[src/rtl/core/tetra_surface_point_sampler_defines.svh]
// Assertion macros for the tetrahedron surface sampler.
`ifndef TETRA_SURFACE_POINT_SAMPLER_DEFINES_SVH
`define TETRA_SURFACE_POINT_SAMPLER_DEFINES_SVH

// Same-cycle implication, checked out of reset.
`define TSPS_ASSERT_NOW(lbl, ante, cons, msg) \
    lbl: assert property (@(posedge aclk) disable iff (!aresetn) (ante) |-> (cons)) else $error(msg);

// Next-cycle implication, checked out of reset.
`define TSPS_ASSERT_NEXT(lbl, ante, cons, msg) \
    lbl: assert property (@(posedge aclk) disable iff (!aresetn) (ante) |=> (cons)) else $error(msg);

`endif

[src/rtl/core/tsps_pkg.sv]
`timescale 1ns / 1ps
`default_nettype none

package tsps_pkg;

    localparam int COORD_BITS = 21;
    localparam int RAND_BITS  = 16;
    localparam int NUM_VERT   = 4;
    localparam int VERT_BITS  = 63;
    // sum of four face magnitudes, each below 2^44
    localparam int CUM_BITS   = 46;

    typedef logic [VERT_BITS-1:0]         vertex_t;
    typedef logic signed [COORD_BITS-1:0] coord_t;
    typedef logic [CUM_BITS-1:0]          cum_t;

    // control into the area unit
    typedef struct packed {
        logic start;
    } area_ctl_t;

    // status out of the area unit
    typedef struct packed {
        logic busy;
    } area_stat_t;

    // coordinate of one axis from a packed vertex (x low, y mid, z high)
    function automatic coord_t vtx_coord(input vertex_t v, input logic [1:0] axis);
        coord_t c;
        unique case (axis)
            2'd0:    c = v[COORD_BITS-1:0];
            2'd1:    c = v[2*COORD_BITS-1:COORD_BITS];
            2'd2:    c = v[3*COORD_BITS-1:2*COORD_BITS];
            default: c = '0;
        endcase
        return c;
    endfunction

endpackage

`default_nettype wire

[src/rtl/core/tsps_area.sv]
`timescale 1ns / 1ps
`default_nettype none

// Face area sequencer: one shared 24x24 multiplier, then a radix-4 square root.
// Produces cumulative magnitudes S0..S3 of the four faces.
module tsps_area
    import tsps_pkg::*;
(
    input  wire logic       aclk,
    input  wire logic       aresetn,
    input  wire area_ctl_t  ctl,
    input  wire vertex_t    vert [NUM_VERT],
    output area_stat_t      stat,
    output cum_t            cum  [NUM_VERT]
);

    typedef enum logic [1:0] {PH_IDLE, PH_CROSS, PH_SQUARE, PH_ROOT} phase_t;

    localparam logic [5:0] CROSS_LAST  = 6'd5;
    localparam logic [5:0] SQUARE_LAST = 6'd8;
    localparam logic [5:0] ROOT_LAST   = 6'd43;

    phase_t            phase_reg;
    logic [1:0]        face_reg;
    logic [5:0]        step_reg;
    logic signed [44:0] acc_reg;
    logic [43:0]       mag_reg [3];
    logic [87:0]       sum_reg;
    logic [47:0]       rem_reg;
    logic [43:0]       root_reg;
    cum_t              run_reg;
    cum_t              cum_reg [NUM_VERT];

    vertex_t va, vb, vc;
    logic signed [21:0] e1 [3];
    logic signed [21:0] e2 [3];
    logic signed [23:0] mul_a, mul_b;
    logic signed [47:0] prod;
    logic signed [44:0] diff;
    logic [43:0]        diff_mag;
    logic [1:0]         sq_axis;
    logic [1:0]         sq_part;
    logic [87:0]        sq_term;
    logic [47:0]        rem_next;
    logic [47:0]        trial;
    logic [43:0]        root_next;
    logic [47:0]        rem_after;
    cum_t               run_next;

    // vertices of the current face: k, k+1, k+2 mod 4
    always_comb begin
        unique case (face_reg)
            2'd0: begin va = vert[0]; vb = vert[1]; vc = vert[2]; end
            2'd1: begin va = vert[1]; vb = vert[2]; vc = vert[3]; end
            2'd2: begin va = vert[2]; vb = vert[3]; vc = vert[0]; end
            default: begin va = vert[3]; vb = vert[0]; vc = vert[1]; end
        endcase
    end

    // edge vectors
    always_comb begin
        for (int a = 0; a < 3; a++) begin
            e1[a] = 22'(vtx_coord(vb, 2'(a))) - 22'(vtx_coord(va, 2'(a)));
            e2[a] = 22'(vtx_coord(vc, 2'(a))) - 22'(vtx_coord(va, 2'(a)));
        end
    end

    // square step decode: axis and partial product
    always_comb begin
        unique case (step_reg[3:0])
            4'd0:    begin sq_axis = 2'd0; sq_part = 2'd0; end
            4'd1:    begin sq_axis = 2'd0; sq_part = 2'd1; end
            4'd2:    begin sq_axis = 2'd0; sq_part = 2'd2; end
            4'd3:    begin sq_axis = 2'd1; sq_part = 2'd0; end
            4'd4:    begin sq_axis = 2'd1; sq_part = 2'd1; end
            4'd5:    begin sq_axis = 2'd1; sq_part = 2'd2; end
            4'd6:    begin sq_axis = 2'd2; sq_part = 2'd0; end
            4'd7:    begin sq_axis = 2'd2; sq_part = 2'd1; end
            default: begin sq_axis = 2'd2; sq_part = 2'd2; end
        endcase
    end

    // shared multiplier operand select
    always_comb begin
        mul_a = '0;
        mul_b = '0;
        if (phase_reg == PH_CROSS) begin
            unique case (step_reg[2:0])
                3'd0:    begin mul_a = 24'(e1[1]); mul_b = 24'(e2[2]); end
                3'd1:    begin mul_a = 24'(e1[2]); mul_b = 24'(e2[1]); end
                3'd2:    begin mul_a = 24'(e1[2]); mul_b = 24'(e2[0]); end
                3'd3:    begin mul_a = 24'(e1[0]); mul_b = 24'(e2[2]); end
                3'd4:    begin mul_a = 24'(e1[0]); mul_b = 24'(e2[1]); end
                3'd5:    begin mul_a = 24'(e1[1]); mul_b = 24'(e2[0]); end
                default: begin mul_a = '0; mul_b = '0; end
            endcase
        end else begin
            // magnitude split as h*2^22 + l
            unique case (sq_part)
                2'd0: begin
                    mul_a = $signed({2'b00, mag_reg[sq_axis][43:22]});
                    mul_b = $signed({2'b00, mag_reg[sq_axis][43:22]});
                end
                2'd1: begin
                    mul_a = $signed({2'b00, mag_reg[sq_axis][43:22]});
                    mul_b = $signed({2'b00, mag_reg[sq_axis][21:0]});
                end
                default: begin
                    mul_a = $signed({2'b00, mag_reg[sq_axis][21:0]});
                    mul_b = $signed({2'b00, mag_reg[sq_axis][21:0]});
                end
            endcase
        end
    end

    assign prod     = mul_a * mul_b;
    assign diff     = acc_reg - prod[44:0];
    assign diff_mag = diff[44] ? 44'(-diff) : diff[43:0];

    // h^2 << 44, 2hl << 22, l^2
    always_comb begin
        unique case (sq_part)
            2'd0:    sq_term = {prod[43:0], 44'd0};
            2'd1:    sq_term = {21'd0, prod[43:0], 23'd0};
            default: sq_term = {44'd0, prod[43:0]};
        endcase
    end

    // one radix-4 digit of the integer square root
    assign rem_next  = {rem_reg[45:0], sum_reg[87:86]};
    assign trial     = {2'b00, root_reg, 2'b01};
    assign root_next = {root_reg[42:0], (rem_next >= trial)};
    assign rem_after = (rem_next >= trial) ? rem_next - trial : rem_next;
    assign run_next  = run_reg + CUM_BITS'(root_next);

    // sequencer and datapath registers
    always_ff @(posedge aclk) begin
        if (!aresetn || ctl.start) begin
            phase_reg <= PH_CROSS;
            face_reg  <= '0;
            step_reg  <= '0;
            run_reg   <= '0;
        end else begin
            unique case (phase_reg)
                PH_IDLE: begin
                end
                PH_CROSS: begin
                    if (!step_reg[0]) begin
                        acc_reg <= prod[44:0];
                    end else begin
                        mag_reg[step_reg[2:1]] <= diff_mag;
                    end
                    if (step_reg == CROSS_LAST) begin
                        phase_reg <= PH_SQUARE;
                        step_reg  <= '0;
                        sum_reg   <= '0;
                    end else begin
                        step_reg <= step_reg + 6'd1;
                    end
                end
                PH_SQUARE: begin
                    sum_reg <= sum_reg + sq_term;
                    if (step_reg == SQUARE_LAST) begin
                        phase_reg <= PH_ROOT;
                        step_reg  <= '0;
                        rem_reg   <= '0;
                        root_reg  <= '0;
                    end else begin
                        step_reg <= step_reg + 6'd1;
                    end
                end
                PH_ROOT: begin
                    sum_reg  <= {sum_reg[85:0], 2'b00};
                    rem_reg  <= rem_after;
                    root_reg <= root_next;
                    if (step_reg == ROOT_LAST) begin
                        cum_reg[face_reg] <= run_next;
                        run_reg           <= run_next;
                        step_reg          <= '0;
                        if (face_reg == 2'd3) begin
                            phase_reg <= PH_IDLE;
                        end else begin
                            phase_reg <= PH_CROSS;
                            face_reg  <= face_reg + 2'd1;
                        end
                    end else begin
                        step_reg <= step_reg + 6'd1;
                    end
                end
                default: phase_reg <= PH_IDLE;
            endcase
        end
    end

    assign stat.busy = (phase_reg != PH_IDLE);
    assign cum       = cum_reg;

endmodule

`default_nettype wire

[config.mk]
export PLATFORM = sky130hd
export DESIGN_NAME = tsps_area
export DESIGN_NICKNAME = d
export VERILOG_FILES = /design/src/rtl/core/tetra_surface_point_sampler_defines.svh /design/src/rtl/core/tsps_pkg.sv /design/src/rtl/core/tsps_area.sv
export SDC_FILE = /design/constraint.sdc
export NUM_CORES = 2
export LEC_CHECK = 0
export ABC_AREA = 1
export BUFFER_PORTS_ARGS = -buffer_cell sky130_fd_sc_hd__buf_2
export CORE_AREA = 10 10 491 373
export CTS_BUF_LIST = sky130_fd_sc_hd__clkbuf_8
export DETAILED_ROUTE_END_ITERATION = 10
export DIE_AREA = 0 0 501 383
export GPL_TIMING_DRIVEN = 0
export PLACE_DENSITY_LB_ADDON = 0.25
export SYNTH_ARGS = -nofsm -noshare
export SYNTH_HDL_FRONTEND = slang
export SYNTH_SLANG_ARGS = --single-unit
[constraint.sdc]
create_clock -name aclk -period 27.6 [get_ports aclk]
set_input_delay 1.38 -clock aclk [delete_from_list [all_inputs] [get_ports aclk]]
set_output_delay 1.38 -clock aclk [all_outputs]
set_load 0.05 [all_outputs]
==> reports/metrics.yaml <==
status: "finished, violations left"
violations: "max-capacitance violations, max-slew violations"
postCtsSetupBuffers: 0
slowest_stage: "xnor2_1"
finalSetupViolations: 0
synth.avg_cell_area_um2: 7.63
end_kind: "register"
hold_buffers: 0
cts_tree: "yes"
netlist_area_mm2: 0.0691
tightest_slew_ns: 1.52
drt_pre_antenna_iters: 8
worstPathArrival_ns: 19.71
port_buffers: 439
synth_cell_types: 71
rsz0062_at_grt: "no"
track_usage_pct: 28.4
grt_pass1_wl_mm: 417
synth_area_leaders: "edfxtp_1 (23%), fa_1 (17%), nand2_1 (10%)"
htreeDepth: 3
wl_per_cell_um: 23.7
numCtsBuffers: 87
coreArea_mm2: 0.174
grt_max_degree: 35
num_vias: 68135
drtAntennaViolNets: 0
cap_violations: 2
ys.flop_type: "edfxtp_1"
drv_slew: 7
clockBufferDepth: 3
ys_ff_latch: 599
clock_latency_ns: 0.81
root_buffer: "clkbuf_8"
async_reset_ff_share_pct: 0
crit_fanout: 10
die_area_mm2: 0.192
synth_most_common_cell: "nand2_1"
syn_inst: 9053
cp-start-kind: "register"
viasPerCell: 5.69
grt_pass1_vias: 64393
place_congestion: 1.10
die_w_um: 501
nets: 10923
grt_overflow_total: 0
syn_nets: 10364
drt_iter0_markers: 8848
worst_hold_slack_ns: 0.534
required_ns: 28.11
drive_above_1_share_pct: 7.65
seqCellArea_mm2: 0.0174
clock-sinks: 599
cpMostUsedCell: "nand2_1"
period_share_pct: 69.6
fin_skew_ns: 0.0686
largest_reg_flops: 184
fin_setup_tns_ns: 0
yosys_warnings: 0
fin_cells: 11980
synth-seq-area-share_pct: 25.2
antenna_found_initial: 4
cpLargestDelayFamily: "adder cells"
synth-edff-count: 539
drt_wl_total_mm: 284
hold_path_class: "register to register"
io_pins: 440
dpl_cell_area_mm2: 0.0747
yosys.area.top_type: "edfxtp_1"
drc: 0
synth_common_cells: "nand2_1 (1851), inv_1 (1644), nor2_1 (772), a21oi_1 (714), o21ai_0 (683)"
timing.fmax_mhz: 52.1
fin_area_mm2: 0.0764
yosysTopAreaCellShare_pct: 23.4
rrSetupSlack_ns: 8.40
finalHoldViolCount: 0
place_hpwl_mm: 238
clk_pin_slew_ns: 0.08
fin_crit_ns: 19.20
initial_core_util_pct: 39.7
multi_input_comb_area_mm2: 0.0442
cts.repair.resized: 0
area_growth_pct: 10.7
critPathKind: "register to register"
die_height_um: 383
fillers: 17655
max_stage_delay_ns: 0.97
crit_buf_inv: 21
placed_cells: 11818
rows: 133
maxSlewHeadroom_pct: -2.07
[tightest hold or removal path, delay by kind of cell, from the launching register on]
family          cells  cell delay, ns
compound gates      1            0.07
flops               1            0.33
buf+inv             1            0.09
[worst paths after layout]
path	startpoint	to	cells past startpoint
max	face_reg[0]	sum_reg[85]	76
min	face_reg[1]	face_reg[1]	2
max reg2reg	face_reg[0]	sum_reg[85]	76
min reg2reg	face_reg[1]	face_reg[1]	2
[per-layer routing]
metal / track usage, % / vias up / part of all wire [%] / routed length (µm)
li1: - / 30899 / - / -
met1: 42.2 / 32634 / 44 / 126000
met2: 38.7 / 4086 / 39 / 109000
met3: 9.43 / 510 / 14 / 39000
met4: 8.14 / 6 / 3.3 / 9420
met5: 0.251 / - / 0.032 / 92
[kinds of logic (layout without fill, tap and decap cells)]
group,after synthesis,in the layout,share of synthesized area [%]
AND/OR/NAND/NOR,3163,3163,18.8
AO/OA/AOI/OAI,2061,2061,17.1
buffers and inverters,1966,2597,10.8
adder cells (fa/ha/maj),1056,1056,25.4
flip-flops,599,599,25.2
XOR/XNOR,208,208,2.66
other,0,1,0
[per-stage QoR]
step	setup slack, ns	util (%)
after floorplan	15.39	-
after global placement	9.68	42.6
after detailed placement	9.53	42.9
after CTS	9.47	44.0
after global routing	8.14	44.0
final	8.40	44.0
[cell type report]
class	instances	share of cell area, %
Multi-Input combinational cell	6488	57.9
Sequential cell	599	22.7
Inverter	1671	8.21
Tap cell	2295	3.76
Timing Repair Buffer	470	3.50
Clock buffer	91	1.64
Buffer	295	1.58
Clock inverter	70	0.686
Antenna cell	1	0.00327
[layout by cell type (no fill, tap or decap), types with 24 or more instances in the layout]
master    synthesis  layout
a21oi_1         714     714
a221oi_1        115     115
a31oi_1          63      63
buf_2            20     459
buf_6             9      25
clkbuf_1        250     250
clkbuf_8          0      91
clkinv_1         18      34
dfxtp_1          60      60
edfxtp_1        539     539
fa_1            576     576
ha_1            480     480
inv_1          1644    1670
nand2_1        1851    1851
nand2_2          25      25
nand3_1         285     285
nand4_1          61      61
nor2_1          772     766
nor3_1           59      55
o211ai_1         24      24
o21a_1           29      29
o21ai_0         683     683
o21ai_1          30      30
o21bai_1         77      77
o221ai_1         25      25
o22ai_1         184     184
or2_2            25      25
xnor2_1          74      74
xor2_1          132     132
Power is not shown: default switching activity piles up to over one toggle a cycle in this logic, so the estimate is an artifact.
